## src/rhc_pkg.sv

```systemverilog
// ----------------------------------------------------------------------------
// rhc_pkg: shared types for the RGB to HSV color classifier
// Level, pipeline word and result types, color codes and register indexes.
// ----------------------------------------------------------------------------
package rhc_pkg;

  localparam int unsigned LEVEL_W     = 8;
  localparam int unsigned HUE_W       = 13;
  localparam int unsigned CLASS_W     = 4;
  localparam int unsigned DIV_STEPS   = 10;
  localparam int unsigned OUT_TDATA_W = 64;
  localparam int unsigned CFG_IDX_W   = 1;
  localparam int unsigned CFG_DATA_W  = 8;

  // Configuration register indexes
  localparam logic [CFG_IDX_W-1:0] REG_WHITE_LEVEL = 1'b0;
  localparam logic [CFG_IDX_W-1:0] REG_BLACK_LEVEL = 1'b1;

  // Hue sector bases in 1/16 degree
  localparam logic [HUE_W-1:0] HUE_BASE_RED   = 13'd0;
  localparam logic [HUE_W-1:0] HUE_BASE_GREEN = 13'd1920;
  localparam logic [HUE_W-1:0] HUE_BASE_BLUE  = 13'd3840;
  localparam logic [HUE_W-1:0] HUE_BASE_WRAP  = 13'd5760;

  typedef enum logic [CLASS_W-1:0] {
    CLS_RED     = 4'd0,
    CLS_GREEN   = 4'd1,
    CLS_BLUE    = 4'd2,
    CLS_CYAN    = 4'd3,
    CLS_MAGENTA = 4'd4,
    CLS_ORANGE  = 4'd5,
    CLS_VIOLET  = 4'd6,
    CLS_WHITE   = 4'd7,
    CLS_YELLOW  = 4'd8,
    CLS_BLACK   = 4'd9
  } color_e;

  typedef logic [LEVEL_W-1:0] level_t;

  typedef struct packed {
    level_t red;
    level_t green;
    level_t blue;
  } levels_t;

  // Word leaving the front end: levels plus hue setup
  typedef struct packed {
    levels_t                lv;
    level_t                 mx;
    level_t                 delta;
    level_t                 hdiff;  // magnitude of the hue numerator difference
    logic                   hneg;   // difference is negative
    logic [HUE_W-1:0]       hbase;
  } hsv_pre_t;

  // One restoring-division lane: partial remainder, unconsumed numerator bits, quotient bits
  typedef struct packed {
    level_t                 rem;
    logic [DIV_STEPS-1:0]   lo;
    logic [DIV_STEPS-1:0]   q;
  } div_lane_t;

  typedef struct packed {
    hsv_pre_t               pre;
    div_lane_t              hue;
    div_lane_t              sat;
  } div_word_t;

  typedef struct packed {
    color_e                 cls;
    level_t                 bright;
    level_t                 sat;
    logic [HUE_W-1:0]       hue;
    levels_t                lv;
  } result_t;

endpackage

```

## src/rhc_front.sv

```systemverilog
// ----------------------------------------------------------------------------
// rhc_front: pulse to level conversion and hue setup
// Two register stages: clamp and invert, then max, min, delta and sector.
// ----------------------------------------------------------------------------
module rhc_front #(
  parameter int unsigned PULSE_BITS = 10
) (
  input  logic                  clk_i,
  input  logic                  rst_ni,
  input  logic                  s_valid_i,
  output logic                  s_ready_o,
  input  logic [PULSE_BITS-1:0] red_pulse_i,
  input  logic [PULSE_BITS-1:0] green_pulse_i,
  input  logic [PULSE_BITS-1:0] blue_pulse_i,
  output logic                  m_valid_o,
  input  logic                  m_ready_i,
  output rhc_pkg::hsv_pre_t     m_data_o
);

  logic              v1_q, v2_q;
  logic              rdy1, rdy2;
  rhc_pkg::levels_t  lv_d, lv_q;
  rhc_pkg::hsv_pre_t pre_d, pre_q;
  logic              over_r, over_g, over_b;
  rhc_pkg::level_t   mx, mn;
  rhc_pkg::level_t   diff_a, diff_b;

  assign rdy2      = !v2_q || m_ready_i;
  assign rdy1      = !v1_q || rdy2;
  assign s_ready_o = rdy1;

  // Saturate pulses above 255: the level drops to zero
  if (PULSE_BITS > 8) begin : g_over
    assign over_r = |red_pulse_i[PULSE_BITS-1:8];
    assign over_g = |green_pulse_i[PULSE_BITS-1:8];
    assign over_b = |blue_pulse_i[PULSE_BITS-1:8];
  end else begin : g_no_over
    assign over_r = 1'b0;
    assign over_g = 1'b0;
    assign over_b = 1'b0;
  end

  always_comb begin
    lv_d.red   = over_r ? '0 : ~red_pulse_i[7:0];
    lv_d.green = over_g ? '0 : ~green_pulse_i[7:0];
    lv_d.blue  = over_b ? '0 : ~blue_pulse_i[7:0];
  end

  always_comb begin
    mx = (lv_q.red > lv_q.green) ? lv_q.red : lv_q.green;
    mn = (lv_q.red < lv_q.green) ? lv_q.red : lv_q.green;
    if (lv_q.blue > mx) begin
      mx = lv_q.blue;
    end
    if (lv_q.blue < mn) begin
      mn = lv_q.blue;
    end
    if (lv_q.red >= mx) begin
      diff_a = lv_q.green;
      diff_b = lv_q.blue;
    end else if (lv_q.green >= mx) begin
      diff_a = lv_q.blue;
      diff_b = lv_q.red;
    end else begin
      diff_a = lv_q.red;
      diff_b = lv_q.green;
    end
    pre_d.lv    = lv_q;
    pre_d.mx    = mx;
    pre_d.delta = mx - mn;
    pre_d.hneg  = diff_a < diff_b;
    pre_d.hdiff = pre_d.hneg ? (diff_b - diff_a) : (diff_a - diff_b);
    if (lv_q.red >= mx) begin
      pre_d.hbase = pre_d.hneg ? rhc_pkg::HUE_BASE_WRAP : rhc_pkg::HUE_BASE_RED;
    end else if (lv_q.green >= mx) begin
      pre_d.hbase = rhc_pkg::HUE_BASE_GREEN;
    end else begin
      pre_d.hbase = rhc_pkg::HUE_BASE_BLUE;
    end
  end

  always_ff @(posedge clk_i or negedge rst_ni) begin
    if (!rst_ni) begin
      v1_q <= 1'b0;
      v2_q <= 1'b0;
    end else begin
      if (rdy1) begin
        v1_q <= s_valid_i;
      end
      if (rdy2) begin
        v2_q <= v1_q;
      end
    end
  end

  always_ff @(posedge clk_i) begin
    if (rdy1 && s_valid_i) begin
      lv_q <= lv_d;
    end
    if (rdy2 && v1_q) begin
      pre_q <= pre_d;
    end
  end

  assign m_valid_o = v2_q;
  assign m_data_o  = pre_q;

endmodule

```

## src/rhc_divider.sv

```systemverilog
// ----------------------------------------------------------------------------
// rhc_divider: pipelined restoring divider, two lanes
// One quotient bit per stage for 960*diff/delta and 255*delta/max.
// ----------------------------------------------------------------------------
module rhc_divider (
  input  logic               clk_i,
  input  logic               rst_ni,
  input  logic               s_valid_i,
  output logic               s_ready_o,
  input  rhc_pkg::hsv_pre_t  s_data_i,
  output logic               m_valid_o,
  input  logic               m_ready_i,
  output rhc_pkg::div_word_t m_data_o
);

  localparam int unsigned N     = rhc_pkg::DIV_STEPS;
  localparam int unsigned NUM_W = rhc_pkg::LEVEL_W + N;

  function automatic rhc_pkg::div_lane_t lane_init(logic [NUM_W-1:0] num);
    rhc_pkg::div_lane_t l;
    l.rem = num[NUM_W-1:N];
    l.lo  = num[N-1:0];
    l.q   = '0;
    return l;
  endfunction

  function automatic rhc_pkg::div_lane_t lane_step(rhc_pkg::div_lane_t l,
                                                   rhc_pkg::level_t d);
    rhc_pkg::div_lane_t       n;
    logic [rhc_pkg::LEVEL_W:0] t;
    logic                      hit;
    t     = {l.rem, l.lo[N-1]};
    hit   = t >= {1'b0, d};
    n.rem = hit ? rhc_pkg::level_t'(t - {1'b0, d}) : t[rhc_pkg::LEVEL_W-1:0];
    n.lo  = {l.lo[N-2:0], 1'b0};
    n.q   = {l.q[N-2:0], hit};
    return n;
  endfunction

  function automatic rhc_pkg::div_word_t word_init(rhc_pkg::hsv_pre_t p);
    rhc_pkg::div_word_t w;
    logic [NUM_W-1:0]   hnum, snum;
    // 960*x = 1024*x - 64*x, 255*d = 256*d - d
    hnum  = ({p.hdiff, 10'd0}) - NUM_W'({p.hdiff, 6'd0});
    snum  = NUM_W'({p.delta, 8'd0}) - NUM_W'(p.delta);
    w.pre = p;
    w.hue = lane_init(hnum);
    w.sat = lane_init(snum);
    return w;
  endfunction

  logic [N-1:0]       v_q, rdy, in_v;
  rhc_pkg::div_word_t st_q [N];
  rhc_pkg::div_word_t in_st [N];

  for (genvar k = 0; k < N; k++) begin : g_stage
    rhc_pkg::div_word_t nxt;

    if (k == 0) begin : g_first
      assign in_v[k]  = s_valid_i;
      assign in_st[k] = word_init(s_data_i);
    end else begin : g_next
      assign in_v[k]  = v_q[k-1];
      assign in_st[k] = st_q[k-1];
    end

    if (k == N - 1) begin : g_last_rdy
      assign rdy[k] = !v_q[k] || m_ready_i;
    end else begin : g_mid_rdy
      assign rdy[k] = !v_q[k] || rdy[k+1];
    end

    always_comb begin
      nxt     = in_st[k];
      nxt.hue = lane_step(in_st[k].hue, in_st[k].pre.delta);
      nxt.sat = lane_step(in_st[k].sat, in_st[k].pre.mx);
    end

    always_ff @(posedge clk_i or negedge rst_ni) begin
      if (!rst_ni) begin
        v_q[k] <= 1'b0;
      end else if (rdy[k]) begin
        v_q[k] <= in_v[k];
      end
    end

    always_ff @(posedge clk_i) begin
      if (rdy[k] && in_v[k]) begin
        st_q[k] <= nxt;
      end
    end
  end

  assign s_ready_o = rdy[0];
  assign m_valid_o = v_q[N-1];
  assign m_data_o  = st_q[N-1];

endmodule

```

## src/rhc_back.sv

```systemverilog
// ----------------------------------------------------------------------------
// rhc_back: hue assembly and color classification
// Applies the sector base and rounding, then bins by value and hue.
// ----------------------------------------------------------------------------
module rhc_back (
  input  logic               clk_i,
  input  logic               rst_ni,
  input  rhc_pkg::level_t    white_level_i,
  input  rhc_pkg::level_t    black_level_i,
  input  logic               s_valid_i,
  output logic               s_ready_o,
  input  rhc_pkg::div_word_t s_data_i,
  output logic               m_valid_o,
  input  logic               m_ready_i,
  output rhc_pkg::result_t   m_data_o
);

  localparam int unsigned HW = rhc_pkg::HUE_W;

  // Hue bin bounds in 1/16 degree
  localparam logic [HW-1:0] BIN_ORANGE  = 13'd240;
  localparam logic [HW-1:0] BIN_YELLOW  = 13'd400;
  localparam logic [HW-1:0] BIN_GREEN   = 13'd1200;
  localparam logic [HW-1:0] BIN_CYAN    = 13'd2640;
  localparam logic [HW-1:0] BIN_BLUE    = 13'd3520;
  localparam logic [HW-1:0] BIN_VIOLET  = 13'd3760;
  localparam logic [HW-1:0] BIN_MAGENTA = 13'd4320;
  localparam logic [HW-1:0] BIN_RED     = 13'd5280;

  logic             v_q, rdy;
  rhc_pkg::result_t res_d, res_q;
  logic             grey, round_up;
  logic [HW-1:0]    q_ext, hue;

  assign rdy = !v_q || m_ready_i;

  always_comb begin
    grey     = s_data_i.pre.delta == '0;
    q_ext    = HW'(s_data_i.hue.q);
    round_up = s_data_i.hue.rem != '0;
    // Negative difference: subtract the ceiling of the quotient
    if (s_data_i.pre.hneg) begin
      hue = s_data_i.pre.hbase - q_ext - HW'(round_up);
    end else begin
      hue = s_data_i.pre.hbase + q_ext;
    end
    if (grey) begin
      hue = '0;
    end

    res_d.lv     = s_data_i.pre.lv;
    res_d.hue    = hue;
    res_d.sat    = grey ? '0 : s_data_i.sat.q[rhc_pkg::LEVEL_W-1:0];
    res_d.bright = s_data_i.pre.mx;

    if (s_data_i.pre.mx > white_level_i) begin
      res_d.cls = rhc_pkg::CLS_WHITE;
    end else if (s_data_i.pre.mx < black_level_i) begin
      res_d.cls = rhc_pkg::CLS_BLACK;
    end else if (hue >= BIN_RED || hue < BIN_ORANGE) begin
      res_d.cls = rhc_pkg::CLS_RED;
    end else if (hue < BIN_YELLOW) begin
      res_d.cls = rhc_pkg::CLS_ORANGE;
    end else if (hue < BIN_GREEN) begin
      res_d.cls = rhc_pkg::CLS_YELLOW;
    end else if (hue < BIN_CYAN) begin
      res_d.cls = rhc_pkg::CLS_GREEN;
    end else if (hue < BIN_BLUE) begin
      res_d.cls = rhc_pkg::CLS_CYAN;
    end else if (hue < BIN_VIOLET) begin
      res_d.cls = rhc_pkg::CLS_BLUE;
    end else if (hue < BIN_MAGENTA) begin
      res_d.cls = rhc_pkg::CLS_VIOLET;
    end else begin
      res_d.cls = rhc_pkg::CLS_MAGENTA;
    end
  end

  always_ff @(posedge clk_i or negedge rst_ni) begin
    if (!rst_ni) begin
      v_q <= 1'b0;
    end else if (rdy) begin
      v_q <= s_valid_i;
    end
  end

  always_ff @(posedge clk_i) begin
    if (rdy && s_valid_i) begin
      res_q <= res_d;
    end
  end

  assign s_ready_o = rdy;
  assign m_valid_o = v_q;
  assign m_data_o  = res_q;

endmodule

```

## src/rgb_hsv_color_classifier.sv

```systemverilog
// ----------------------------------------------------------------------------
// rgb_hsv_color_classifier: RGB to HSV conversion with color classification
//
// Input stream: each word carries three filter pulse widths. Each is clamped
// to 255 and inverted to a level; the levels go to HSV (hue in 1/16 degree,
// saturation scaled to 255, brightness = max level) and to one of ten color
// codes by brightness against white/black thresholds and by hue bins.
// Output stream: one result word per input word, in order.
// Config port: cfg_we_i writes cfg_wdata_i to register cfg_index_i
// (0 white level, 1 black level); write only while the pipeline is empty.
// Stages: two front, ten divider (one quotient bit each for the hue and
// saturation divisions), one output. Throughput is one word per cycle
// while the receiver accepts. Every stage holds its word while the stage
// after it is full and stalled, so a stalled receiver backs up the
// pipeline and s_axis_tready falls only once all stages are occupied.
// Reset empties the pipeline and sets thresholds to 250 and 5.
// ----------------------------------------------------------------------------
module rgb_hsv_color_classifier #(
  parameter int unsigned PULSE_BITS = 10
) (
  input  logic                                clk_i,
  input  logic                                rst_ni,
  input  logic                                s_axis_tvalid,
  output logic                                s_axis_tready,
  // red_pulse, green_pulse, blue_pulse, zero pad
  input  logic [((3*PULSE_BITS+7)/8)*8-1:0]   s_axis_tdata,
  output logic                                m_axis_tvalid,
  input  logic                                m_axis_tready,
  // red_level, green_level, blue_level, hue_sixteenths, saturation,
  // brightness, color_class, zero pad
  output logic [rhc_pkg::OUT_TDATA_W-1:0]     m_axis_tdata,
  input  logic                                cfg_we_i,
  input  logic [rhc_pkg::CFG_IDX_W-1:0]       cfg_index_i,
  input  logic [rhc_pkg::CFG_DATA_W-1:0]      cfg_wdata_i
);

  localparam int unsigned PAD_W = rhc_pkg::OUT_TDATA_W - rhc_pkg::CLASS_W
                                  - 5 * rhc_pkg::LEVEL_W - rhc_pkg::HUE_W;

  rhc_pkg::level_t    white_q, black_q;
  logic               pre_v, pre_rdy, div_v, div_rdy;
  rhc_pkg::hsv_pre_t  pre;
  rhc_pkg::div_word_t dw;
  rhc_pkg::result_t   res;

  always_ff @(posedge clk_i or negedge rst_ni) begin
    if (!rst_ni) begin
      white_q <= 8'd250;
      black_q <= 8'd5;
    end else if (cfg_we_i) begin
      unique case (cfg_index_i)
        rhc_pkg::REG_WHITE_LEVEL: white_q <= cfg_wdata_i;
        rhc_pkg::REG_BLACK_LEVEL: black_q <= cfg_wdata_i;
        default: ;
      endcase
    end
  end

  rhc_front #(
    .PULSE_BITS(PULSE_BITS)
  ) u_front (
    .clk_i        (clk_i),
    .rst_ni       (rst_ni),
    .s_valid_i    (s_axis_tvalid),
    .s_ready_o    (s_axis_tready),
    .red_pulse_i  (s_axis_tdata[PULSE_BITS-1:0]),
    .green_pulse_i(s_axis_tdata[2*PULSE_BITS-1:PULSE_BITS]),
    .blue_pulse_i (s_axis_tdata[3*PULSE_BITS-1:2*PULSE_BITS]),
    .m_valid_o    (pre_v),
    .m_ready_i    (pre_rdy),
    .m_data_o     (pre)
  );

  rhc_divider u_div (
    .clk_i    (clk_i),
    .rst_ni   (rst_ni),
    .s_valid_i(pre_v),
    .s_ready_o(pre_rdy),
    .s_data_i (pre),
    .m_valid_o(div_v),
    .m_ready_i(div_rdy),
    .m_data_o (dw)
  );

  rhc_back u_back (
    .clk_i        (clk_i),
    .rst_ni       (rst_ni),
    .white_level_i(white_q),
    .black_level_i(black_q),
    .s_valid_i    (div_v),
    .s_ready_o    (div_rdy),
    .s_data_i     (dw),
    .m_valid_o    (m_axis_tvalid),
    .m_ready_i    (m_axis_tready),
    .m_data_o     (res)
  );

  assign m_axis_tdata = {PAD_W'(0), res.cls, res.bright, res.sat, res.hue,
                         res.lv.blue, res.lv.green, res.lv.red};

  // Brightness is the largest level
  assert property (@(posedge clk_i) disable iff (!rst_ni)
    m_axis_tvalid |-> (res.bright >= res.lv.red && res.bright >= res.lv.green &&
                       res.bright >= res.lv.blue))
    else $error("brightness below a level");

  // Hue stays inside one turn
  assert property (@(posedge clk_i) disable iff (!rst_ni)
    m_axis_tvalid |-> res.hue < rhc_pkg::HUE_BASE_WRAP)
    else $error("hue out of range");

  // Zero saturation only for grey, where hue is zero too
  assert property (@(posedge clk_i) disable iff (!rst_ni)
    (m_axis_tvalid && res.sat == '0) |-> res.hue == '0)
    else $error("hue set on grey color");

  // White only above the white threshold
  assert property (@(posedge clk_i) disable iff (!rst_ni)
    (m_axis_tvalid && res.cls == rhc_pkg::CLS_WHITE) |-> res.bright > white_q)
    else $error("white class below threshold");

endmodule
```

## config.mk

```make
export PLATFORM = sky130hd
export DESIGN_NAME = rgb_hsv_color_classifier
export DESIGN_NICKNAME = d
export VERILOG_FILES = /design/src/rhc_pkg.sv /design/src/rhc_front.sv /design/src/rhc_divider.sv /design/src/rhc_back.sv /design/src/rgb_hsv_color_classifier.sv
export SDC_FILE = /design/constraint.sdc
export NUM_CORES = 1
export LEC_CHECK = 0
export BUFFER_PORTS_ARGS = -buffer_cell sky130_fd_sc_hd__buf_4
export CAP_MARGIN = 0
export CELL_PAD_IN_SITES_DETAIL_PLACEMENT = 0
export CELL_PAD_IN_SITES_GLOBAL_PLACEMENT = 2
export CORE_MARGIN = 2
export CORE_UTILIZATION = 44
export DETAILED_ROUTE_END_ITERATION = 10
export PLACE_DENSITY_LB_ADDON = 0.1
export SLEW_MARGIN = 20
export SYNTH_ARGS = -nofsm -noshare
export SYNTH_HDL_FRONTEND = slang
export SYNTH_SLANG_ARGS = --single-unit
```

## constraint.sdc

```tcl
create_clock -name clk_i -period 21.6 [get_ports clk_i]
set_clock_uncertainty 0.2 [all_clocks]
set_input_delay 4.32 -clock clk_i [delete_from_list [all_inputs] [get_ports clk_i]]
set_output_delay 4.32 -clock clk_i [all_outputs]
set_load 0.02 [all_outputs]
```

**Word level (Yosys, flattened, before mapping)**

Memories as Yosys holds them, arrays and structs flattened.
Index checks and enable logic that the tools add are counted.

- Register bits: 172
- RAM bits: 1160
- Input bits: 46
- Output and inout port bits: 66
- Logic and storage cells: 214
- Memories kept: 1

Memories:

| name | words | width | rd ports | clocked after memory_dff | wr ports | RTL line | text |
|---|---|---|---|---|---|---|---|
| u_div.st_q | 10 | 116 | 10 | 0 | 10 | rhc_divider.sv:53 | `rhc_pkg::div_word_t st_q [N];` |

- $add $sub $neg: 28
- Magnitude comparators: 37
- Mux-type cells: 62
- Bitwise logic cells: 4
- Reduce and logical (&&, ||, !) cells: 48

Operators by type and width:

| cell | count |
|---|---|
| $mux 8 | 29 |
| $sub 8x8->8 | 23 |
| $ge 9x8->1 | 20 |
| $mux 13 | 4 |
| $lt 13x12->1 const B | 3 |
| $lt 8x8->1 | 4 |
| $mux 4 | 7 |
| $gt 8x8->1 | 3 |
| $not 8->8 | 3 |
| $mux 1 | 20 |
| $sub 18x14->18 | 1 |
| $sub 16x8->17 | 1 |
| $ge 8x8->1 | 2 |
| $logic_or 1x1->1 | 14 |
| $add 13x10->13 | 1 |
| $ge 13x13->1 const B | 1 |
| $logic_and 1x1->1 | 13 |
| $logic_not 1->1 | 13 |
| $lt 13x11->1 const B | 1 |
| $lt 13x13->1 const B | 1 |
| $lt 13x8->1 const B | 1 |
| $lt 13x9->1 const B | 1 |
| $sub 13x1->13 | 1 |
| $sub 13x10->13 | 1 |
| 7 further kinds | 11 |

**Longest topological paths before layout**

Gate-level depths: netlist (run 1).

- Depth in word-level cells: 15
- Mapped depth: 41
- Gate-level depth less buffers: 40

**Modules after synthesis**

From an unflattened synthesis (run 1), not the netlist that was laid out.

- Cells, all modules: 3254
- Area, all modules: 48836.8 um2

Modules (own cells, without submodules):

| module | instances | cells each | area an instance (um2) | seq. area each (um2) |
|---|---|---|---|---|
| rhc_divider | 1 | 2346 | 38624.5 | 28147.0 |
| rhc_front | 1 | 501 | 5542.8 | 2392.3 |
| rhc_back | 1 | 364 | 3961.3 | 1736.7 |
| rgb_hsv_color_classifier | 1 | 43 | 708.2 | 410.4 |

**Worst setup path before layout (run 1)**

Ideal clock, no wire load.

- Path kind: input -> output
- Start point: in m_axis_tready
- End point: out s_axis_tready
- Arrival time: 5.504 ns
- Data required time: 17.080 ns
- Setup slack: 11.576 ns
- Cell stages on the path: 6
- Buffers on the path: 0
- Path through: nor2b_1 -> nand3_1 -> nor2_1 -> and2_1 -> and3_1 -> nand4_1

- Cells in the longest elaborated chain, start to end: 13

Ends and longest elaborated chain:

| what | RTL line | text |
|---|---|---|
| start: declaration | rgb_hsv_color_classifier.sv:28 | `input logic m_axis_tready,` |
| $logic_or 1x1->1 | rhc_back.sv:35 | `assign rdy = !v_q \|\| m_ready_i;` |
| $logic_or 1x1->1 | rhc_divider.sv:68 | `assign rdy[k] = !v_q[k] \|\| m_ready_i;` |
| $logic_or 1x1->1 (9 in a row) | rhc_divider.sv:70 | `assign rdy[k] = !v_q[k] \|\| rdy[k+1];` |
| $logic_or 1x1->1 | rhc_front.sv:28 | `assign rdy2 = !v2_q \|\| m_ready_i;` |
| $logic_or 1x1->1 | rhc_front.sv:29 | `assign rdy1 = !v1_q \|\| rdy2;` |
| end: declaration | rgb_hsv_color_classifier.sv:24 | `output logic s_axis_tready,` |

No other way between the ends.

**Worst setup path in the final report (run 1)**

Same ends and word-level chain as after synthesis.

==> reports/summary.txt, run 1 <==
Status -> completed
HPWL Detailed -> 50,070 µm
Post-DRT Antenna Nets -> 0
Core area -> 90,290 µm²
Min Hold Slack -> 202.5 ps
Placed cell count -> 4,093
Starting Density -> 44.51%
Ys async rst share -> 3.190%
Maximum buffer depth of the clock tree -> 3
Synth Cell Area -> 40,180 µm²
Num CTS Buffers -> 96
Top cells by area, synth -> edfxtp_1 66%, ha_1 8.0%, inv_1 3.3%
Finished Layout Cells -> 4,269
Post-synth top flop -> edfxtp_1
Final design utilization -> 50.41%
Fin crit period -> 11,040 ps
Leakage -> 18.05 nW
Final Hold Viols -> 0
H-tree depth -> 3
F_max -> 0.09057 GHz
Worst vdd ir -> 0.08136 mV
Synth cell count leaders -> 880 x edfxtp_1, 351 x inv_1, 258 x ha_1
Fin nets -> 3,341
Clock sink count -> 909
Pin count of the biggest net entering global routing -> 74
# fillers -> 7,638
Die area -> 93,760 µm²
Synth warn -> 0
Clock Tree Root -> clkbuf_16
Seq/Total Area, Yosys -> 67.59%
Vias per cell -> 4.974
DRT Pass-1 Iters -> 5
Cell variety after synth -> 78
Slew @ Worst Pin -> 973.4 ps
PostCTS Resize Cnt -> 0
Worst-path fanout max -> 5
Synth Register Bits -> 909
Critical Path Sink Type -> output port
Crit start category -> input port
Total GRT Usage -> 15.02%
Synth area leader -> edfxtp_1
CTS tree -> done
Worst hold path type -> flop to flop
Most frequent cell after synthesis -> edfxtp_1
Clock Pin Slew Worst Setup and Hold Paths -> 50 ps
RePlAce Congestion -> 0.8140
Pwr dens -> 149.3 nW/µm²
Post-CTS setup buffers -> 0
DRC viols -> 0
Synth top area share -> 65.76%
Later-pin clock latency in the skew report -> 660 ps
Final setup fails -> 0
Crit share post-route -> 51.12%
Congestion Overflow GR -> 0
Via count -> 21.23k
DR WL/cell -> 16.15 µm
Initial antenna violation count -> 0
Layout area overhead -> 13.27%
Die width -> 306.2 µm
Top Ports -> 112
Die height -> 306.2 µm
Slew HR -> 34.97%
Vias in the first global route -> 21.95k
Std-Cell Rows -> 110
Critical Path RT -> 17,080 ps
IO Port Bufs -> 102
Global-route wire length before repair -> 113,200 µm
N_diodes -> 0
EDFF count, synth -> 880
DRT iter0 DRCs -> 875
Max-slew violation count -> 0
CP Class -> input port to output port
Tot Pwr -> 6.798 mW
TNS Setup -> 0 ps
Mapped Cells -> 2,840
RSZ-0062 raised after global routing -> false
Max Cap Viol -> 0
Layout cell share with drive strength beyond 1 -> 10.80%
Hold-fix buffers at CTS -> 0
Arr. time, crit path -> 6520 ps
Mean Syn Cell Area -> 14.15 µm²
Routed WL -> 68,930 µm
-- layer usage --
metal | share of wire [%] | GRT usage, %
met1 | 44 | 18.88
met4 | 2.5 | 5.198
met3 | 3.7 | 2.564
met5 | 0 | 0
met2 | 49 | 26.21
-- critical path, stage by stage --
cell and delay [ps]:
buf_4 110, nor2b_1 360, nand3_1 200, nor2_1 340, and2_1 290, and3_1 450
nand4_1 230, buf_4 210
-- path summary, 6_finish.rpt --
kind | start | cells after the start | slack [ps] | endpoint
worst max-delay path | m_axis_tready | 8 | 10560 | s_axis_tready
worst min-delay path | u_div.st_q[3][62]$_DFFE_PP_ | 0 | 200 | u_div.st_q[4][62]$_DFFE_PP_
worst max register to register | u_front.lv_q[11]$_SDFFCE_PP0P_ | 34 | 10640 | u_front.m_data_o[19]$_DFFE_PP_
worst min register to register | u_div.st_q[3][62]$_DFFE_PP_ | 0 | 200 | u_div.st_q[4][62]$_DFFE_PP_
max in group asynchronous | rst_ni | 1 | 17370 | u_div.in_v[2]$_DFFE_PN0P_
min in group asynchronous | rst_ni | 1 | 3420 | white_q[0]$_DFFE_PN0P_
-- layout by cell type, fill, tap and decap left out, types with 22 or more instances in the layout --
cell       instances
nand4_1           40
xor2_1            47
mux2i_1           46
nor2b_1           45
inv_1            351
a21o_1            44
o21ai_0          201
nand2b_1          30
mux2_2            36
edfxtp_1         880
nand2_1          177
nor2_1           120
clkbuf_1          23
o31ai_1           35
ha_1             258
clkbuf_16         97
fa_1              22
xnor2_1           56
buf_4            116
a21oi_1          108
o21bai_1          28
-- sequential cells by signal (all words and copies together) (netlist names) --
| register | cells |
|---|---|
| u_front.v1_q | 1 |
| u_back.m_data_o | 57 |
| u_div.in_v | 9 |
| u_div.st_q | 745 |
| white_q | 8 |
| u_front.m_valid_o | 1 |
| u_front.lv_q | 24 |
| u_front.m_data_o | 54 |
| u_div.m_valid_o | 1 |
| black_q | 8 |
| u_back.m_valid_o | 1 |
-- area by class of cell --
type	instances	area (µm²)	area share [%]
Tap cell	1176	1471	3.233
Clock buffer	123	2555	5.613
Sequential cell	909	27160	59.67
Multi-Input combinational cell	1541	11530	25.33
Clock inverter	53	611.8	1.344
Inverter	351	1318	2.895
Timing Repair Buffer	116	870.8	1.913
-- kinds of logic after synthesis --
kind of cell | count (synthesis) | synth area share, %
AOI/OAI and AO/OA | 518 | 8.021
xor gates and xnor gates | 103 | 2.245
adders and majority gates | 283 | 9.213
buffers and inverters | 397 | 3.880
DFF | 909 | 67.59
muxes | 96 | 2.575
other | 2 | 0.01869
and+or+nand+nor | 532 | 6.458
-- per-stage QoR --
step	cell area, µm²	worst slack (ps)
CTS	45520	10560
detailed placement	42350	10580
floorplan	40210	11580
finish	45520	10560
global route	45520	9779
global placement	42350	10640
-- where the power goes --
group	switching [mW]	internal, mW
logic	1.32	0.964
clock network	0.662	0.961
registers	0.231	2.66
total	2.21	4.58
(Power assumes the default switching activity.)
==> run 2, diff against run 1 <==
--- a/config.mk
+++ b/config.mk
@@ -5,6 +5,7 @@
 export SDC_FILE = /design/constraint.sdc
 export NUM_CORES = 1
 export LEC_CHECK = 0
+export ABC_AREA = 1
 export BUFFER_PORTS_ARGS = -buffer_cell sky130_fd_sc_hd__buf_4
 export CAP_MARGIN = 0
 export CELL_PAD_IN_SITES_DETAIL_PLACEMENT = 0
==> constraint.sdc (replaced) <==
create_clock -name clk_i -period 10.49 [get_ports clk_i]
set_clock_uncertainty 0.2 [all_clocks]
set_input_delay 2.098 -clock clk_i [delete_from_list [all_inputs] [get_ports clk_i]]
set_output_delay 2.098 -clock clk_i [all_outputs]
set_load 0.02 [all_outputs]
==> run 2 against run 1 <==
Final area rose by 0.11%. Synthesized area barely moved. Die area barely moved. Setup slack got worse by 9400 ps. Global-route usage rose by 0.62 points. Critical path depth rose by 32. First-iteration DRC count rose by 36%. Synthesized cell count rose by 12%. Via count rose by 4.8%. Highest routed layer unchanged.
==> reports/summary.txt, run 2 <==
Fin nets -> 3,698
N_diodes -> 0
Tot Pwr -> 14.10 mW
Status -> completed
Final setup fails -> 0
CP max stage cell -> o21ai_0
RePlAce Congestion -> 0.8347
Arr. time, crit path -> 9480 ps
Post-synth top flop -> edfxtp_1
Fin crit period -> 9285 ps
Later-pin clock latency in the skew report -> 660 ps
Starting Density -> 44.54%
Worst hold path type -> flop to flop
Slew HR -> 34.81%
IO Port Bufs -> 102
Layout area overhead -> 13.31%
Commonest non-fill, non-tap cell in the layout -> edfxtp_1
Top Ports -> 112
Hold-fix buffers at CTS -> 0
HPWL Detailed -> 52,130 µm
Final design utilization -> 50.47%
Max-slew violation count -> 0
Placed cell count -> 4,452
PostCTS Resize Cnt -> 0
Vias in the first global route -> 23.13k
Num CTS Buffers -> 94
CP delay by family, top -> compound AO/OA/AOI/OAI gates
Crit share post-route -> 88.52%
CP max stage delay -> 660 ps
Most frequent cell after synthesis -> edfxtp_1
F_max -> 0.1077 GHz
Number of flip-flops in the largest register -> 745
Critical path buffer and inverter count -> 6
Vias per cell -> 4.811
Cell variety after synth -> 53
Seq/Total Area, Yosys -> 67.55%
Placed cell area -> 42,440 µm²
Synth area leader -> edfxtp_1
Post-DRT Antenna Nets -> 0
Synth cell count leaders -> 880 x edfxtp_1, 471 x inv_1, 380 x nand2_1
Mapped Cells -> 3,191
H-tree depth -> 3
Synth top area share -> 65.72%
# fillers -> 7,747
Die width -> 306.3 µm
Clock Pin Slew Worst Setup and Hold Paths -> 60 ps
Critical Path RT -> 10,690 ps
Pin count of the biggest net entering global routing -> 76
Worst-path fanout max -> 20
Leakage -> 18.75 nW
Die area -> 93,820 µm²
Routed WL -> 70,850 µm
Global-route wire length before repair -> 117,400 µm
Ys async rst share -> 3.190%
Worst vdd ir -> 0.1471 mV
Pwr dens -> 309.5 nW/µm²
Layout cell share with drive strength beyond 1 -> 8.933%
Die height -> 306.3 µm
RSZ-0062 raised after global routing -> false
Clock Tree Root -> clkbuf_16
Largest Register -> u_div.st_q
Most frequent cells in the layout -> 880 x edfxtp_1, 465 x inv_1, 380 x nand2_1
Via count -> 22.25k
Core area -> 90,290 µm²
Total GRT Usage -> 15.63%
Max Cap Viol -> 0
Top cells by area, synth -> edfxtp_1 66%, ha_1 8.0%, inv_1 4.4%
Crit start category -> flop
Synth Register Bits -> 909
Critical Path Sink Type -> flop
Finished Layout Cells -> 4,624
Std-Cell Rows -> 110
Congestion Overflow GR -> 0
Post-CTS setup buffers -> 0
DRC viols -> 0
EDFF count, synth -> 880
TNS Setup -> 0 ps
Most used cell, CP -> nand2_1
CP Class -> flop to flop
Final Hold Viols -> 0
DRT iter0 DRCs -> 1,190
Initial antenna violation count -> 2
Mean Syn Cell Area -> 12.60 µm²
Slew @ Worst Pin -> 977.8 ps
Synth warn -> 0
DR WL/cell -> 15.32 µm
DRT Pass-1 Iters -> 5
Maximum buffer depth of the clock tree -> 3
CTS tree -> done
Clock sink count -> 909
Synth Cell Area -> 40,210 µm²
Fin area -> 45,570 µm²
-- run 2: changes by cell type in the layout (fill, tap and decap cells not counted), sizes merged, moves of 48 or more --
cell / before / now
inv: 355 / 478
mux2: 50 / 0
nor2: 120 / 349
nand2: 177 / 394
nor2b: 48 / 0
nand3: 17 / 84
a21oi: 110 / 206
-- run 2: cells by family (layout without fill, tap and decap cells) --
| kind of cell | after synthesis | count (layout) | synth area share, % |
|---|---|---|---|
| buffers and inverters | 517 | 767 | 4.994 |
| AO/OA/AOI/OAI | 454 | 454 | 6.214 |
| flip-flops | 909 | 909 | 67.55 |
| XOR/XNOR | 131 | 131 | 2.853 |
| other | 2 | 9 | 0.01868 |
| AND/OR/NAND/NOR | 895 | 895 | 9.176 |
| multiplexers | 3 | 3 | 0.07468 |
| adder cells (fa/ha/maj) | 280 | 280 | 9.123 |
-- run 2: metal layers --
| layer | up-vias | wire [µm] | track usage, % |
|---|---|---|---|
| li1 | 11420 | - | - |
| met1 | 10350 | 30870 | 19.19 |
| met2 | 334 | 35140 | 27.51 |
| met3 | 143 | 2557 | 2.758 |
| met4 | 0 | 2286 | 5.917 |
| met5 | - | 0 | 0 |
-- run 2: worst register-to-register path, delay by kind of cell (launching register included) --
kind / cells / cell delay (ps)
compound gates: 8 / 2830
xor+xnor: 1 / 170
fa+ha+maj: 5 / 1530
buf+inv: 6 / 920
flops: 1 / 580
simple gates: 20 / 2840
-- run 2: report_power, final --
part	switching (mW)	internal (mW)
clock	1.34	1.98
combinational	2.97	1.81
sequential	0.461	5.54
total	4.77	9.33
-- run 2: final cells by class --
class | instances | area, µm² | area share (%)
clock inverters | 57 | 651.9 | 1.431
flip-flops and latches | 909 | 27160 | 59.61
well taps | 1176 | 1471 | 3.229
inverters | 474 | 1779 | 3.905
clock buffers | 115 | 2472 | 5.426
repair buffers | 121 | 908.4 | 1.994
multi-input cells | 1772 | 11120 | 24.41
-- run 2: worst paths after layout --
path                                                     from                        endpoint  slack (ps)  depth (start not counted)
min in group asynchronous                              rst_ni       u_div.in_v[5]$_DFFE_PN0P_        1190                          1
worst max register to register  u_front.lv_q[9]$_SDFFCE_PP0P_  u_front.m_data_o[20]$_DFFE_PP_        1200                         40
worst min-delay path             u_div.st_q[4][114]$_DFFE_PP_    u_div.st_q[5][114]$_DFFE_PP_         210                          0
worst max-delay path            u_front.lv_q[9]$_SDFFCE_PP0P_  u_front.m_data_o[20]$_DFFE_PP_        1200                         40
worst min register to register   u_div.st_q[4][114]$_DFFE_PP_    u_div.st_q[5][114]$_DFFE_PP_         210                          0
max in group asynchronous                              rst_ni          white_q[7]$_DFFE_PN1P_        8530                          1
-- run 2: stage by stage --
| stage | worst slack, ps | hold WS (ps) |
|---|---|---|
| after detailed placement | 1165 | 204.5 |
| after global routing | 422.7 | 200.9 |
| after global placement | 1301 | 201.8 |
| after floorplan | 3668 | 200.3 |
| after CTS | 1167 | 200.8 |
| final | 1205 | 205.7 |
==> run 3, diff against run 2 <==
--- a/config.mk
+++ b/config.mk
@@ -13,7 +13,7 @@
 export CORE_MARGIN = 2
 export CORE_UTILIZATION = 44
 export DETAILED_ROUTE_END_ITERATION = 10
-export PLACE_DENSITY_LB_ADDON = 0.1
+export PLACE_DENSITY = 0.81
 export SLEW_MARGIN = 20
 export SYNTH_ARGS = -nofsm -noshare
 export SYNTH_HDL_FRONTEND = slang
==> run 3 against run 2 <==
Setup slack improved by 120 ps. Global-route usage fell by 0.70 points. Die area did not move. Total power fell by 1.9%. Critical path type unchanged. Maximum frequency rose by 1.3%. Critical endpoint is now u_front.m_data_o[19]$_DFFE_PP_. Via count fell by 0.22%. Sequential cell count did not move. First-iteration DRC count fell by 5.2%. Critical path depth did not move. Non-clock buffer count did not move. Register-to-register slack improved by 120 ps.
==> reports/summary.txt, run 3 (synthesis results as in run 2) <==
Post-DRT Antenna Nets -> 0
PostCTS Resize Cnt -> 0
Commonest non-fill, non-tap cell in the layout -> edfxtp_1
Max-slew violation count -> 0
Largest Register -> u_div.st_q
Worst hold path type -> flop to flop
Worst-path fanout max -> 20
Clock Tree Root -> clkbuf_16
Pwr dens -> 305.1 nW/µm²
Die area -> 93,820 µm²
CP delay by family, top -> simple AND/OR/NAND/NOR gates
Layout cell share with drive strength beyond 1 -> 8.653%
Fin nets -> 3,695
Vias in the first global route -> 23.12k
Critical path buffer and inverter count -> 6
Dpl ws -> 1374 ps
Final setup fails -> 0
N_diodes -> 0
Min Hold Slack -> 204.3 ps
Layout area overhead -> 12.80%
Vias per cell -> 4.804
Via count -> 22.20k
Number of flip-flops in the largest register -> 745
Total GRT Usage -> 14.93%
F_max -> 0.1091 GHz
Congestion Overflow GR -> 0
Post-CTS setup buffers -> 0
Clock sink count -> 909
# fillers -> 7,707
CTS tree -> done
Critical Path Sink Type -> flop
Hold-fix buffers at CTS -> 0
IO Port Bufs -> 102
Final Hold Viols -> 0
Leakage -> 18.64 nW
Most used cell, CP -> nand2_1
Final setup margin -> 1322 ps
RePlAce Congestion -> 0.8857
Fin crit period -> 9168 ps
Routed WL -> 67,820 µm
Clock Pin Slew Worst Setup and Hold Paths -> 60 ps
Die height -> 306.3 µm
Max Cap Viol -> 0
HPWL Detailed -> 50,070 µm
Slew @ Worst Pin -> 1015 ps
Crit share post-route -> 87.40%
DRC viols -> 0
Die width -> 306.3 µm
Tot Pwr -> 13.84 mW
Initial antenna violation count -> 0
Global-route wire length before repair -> 114,000 µm
DR WL/cell -> 14.68 µm
Pin count of the biggest net entering global routing -> 78
Status -> completed
RSZ-0062 raised after global routing -> false
Starting Density -> 44.54%
Arr. time, crit path -> 9350 ps
DRT iter0 DRCs -> 1,128
Slew HR -> 31.26%
Core area -> 90,290 µm²
Worst vdd ir -> 0.1485 mV
Top Ports -> 112
Placed cell count -> 4,452
DRT Pass-1 Iters -> 8
Critical Path RT -> 10,670 ps
TNS Setup -> 0 ps
Std-Cell Rows -> 110
CP max stage delay -> 720 ps
Most frequent cells in the layout -> 880 x edfxtp_1, 465 x inv_1, 380 x nand2_1
H-tree depth -> 3
Maximum buffer depth of the clock tree -> 3
Finished Layout Cells -> 4,620
Later-pin clock latency in the skew report -> 650 ps
Crit start category -> flop
CP Class -> flop to flop
Num CTS Buffers -> 91
CP max stage cell -> o21ai_0
## run 3: per-layer routing
layer	share of wire [%]	track usage [%]	vias up
met2	50	26.53	324
li1	-	-	11380
met1	43	18.02	10340
met4	3.9	6.122	0
met5	0	0	-
met3	3.1	2.502	147
## run 3: worst reg2reg max path: cells and delay by family (launching register included)
kind	cells	cell delay (ps)
and+or+nand+nor	20	2800
xor gates and xnor gates	1	170
DFF	1	580
AOI/OAI and AO/OA	8	2730
adders and majority gates	5	1540
buffers and inverters	6	900
## run 3: worst paths after layout
kind | cells after the start | endpoint | from | slack (ps)
max | 40 | u_front.m_data_o[19]$_DFFE_PP_ | u_front.lv_q[9]$_SDFFCE_PP0P_ | 1320
min | 0 | u_div.st_q[1][16]$_DFFE_PP_ | u_div.st_q[0][15]$_DFFE_PP_ | 200
max reg2reg | 40 | u_front.m_data_o[19]$_DFFE_PP_ | u_front.lv_q[9]$_SDFFCE_PP0P_ | 1320
min reg2reg | 0 | u_div.st_q[1][16]$_DFFE_PP_ | u_div.st_q[0][15]$_DFFE_PP_ | 200
max in group asynchronous | 1 | white_q[5]$_DFFE_PN1P_ | rst_ni | 8500
min in group asynchronous | 1 | u_div.in_v[5]$_DFFE_PN0P_ | rst_ni | 1200
## run 3: report_power, final
part / leakage (nW) / internal [mW] / switching, mW
clock network: 1.41 / 1.79 / 1.32
registers: 8.90 / 5.54 / 0.452
logic: 8.33 / 1.81 / 2.92
## run 3: through the flow
stage | utilization (%) | area [µm²]
floorplan | - | 40240
global placement | 46.98 | 42420
detailed placement | 47.00 | 42440
CTS | 50.23 | 45350
global route | 50.24 | 45360
finish | 50.24 | 45360
## run 3: cell type report
class / count / area, µm² / area share (%)
repair buffers: 121 / 908.4 / 2.003
well taps: 1176 / 1471 / 3.244
inverters: 474 / 1779 / 3.923
clock inverters: 53 / 509.2 / 1.123
clock buffers: 115 / 2409 / 5.310
multi-input cells: 1772 / 11120 / 24.52
flip-flops and latches: 909 / 27160 / 59.88
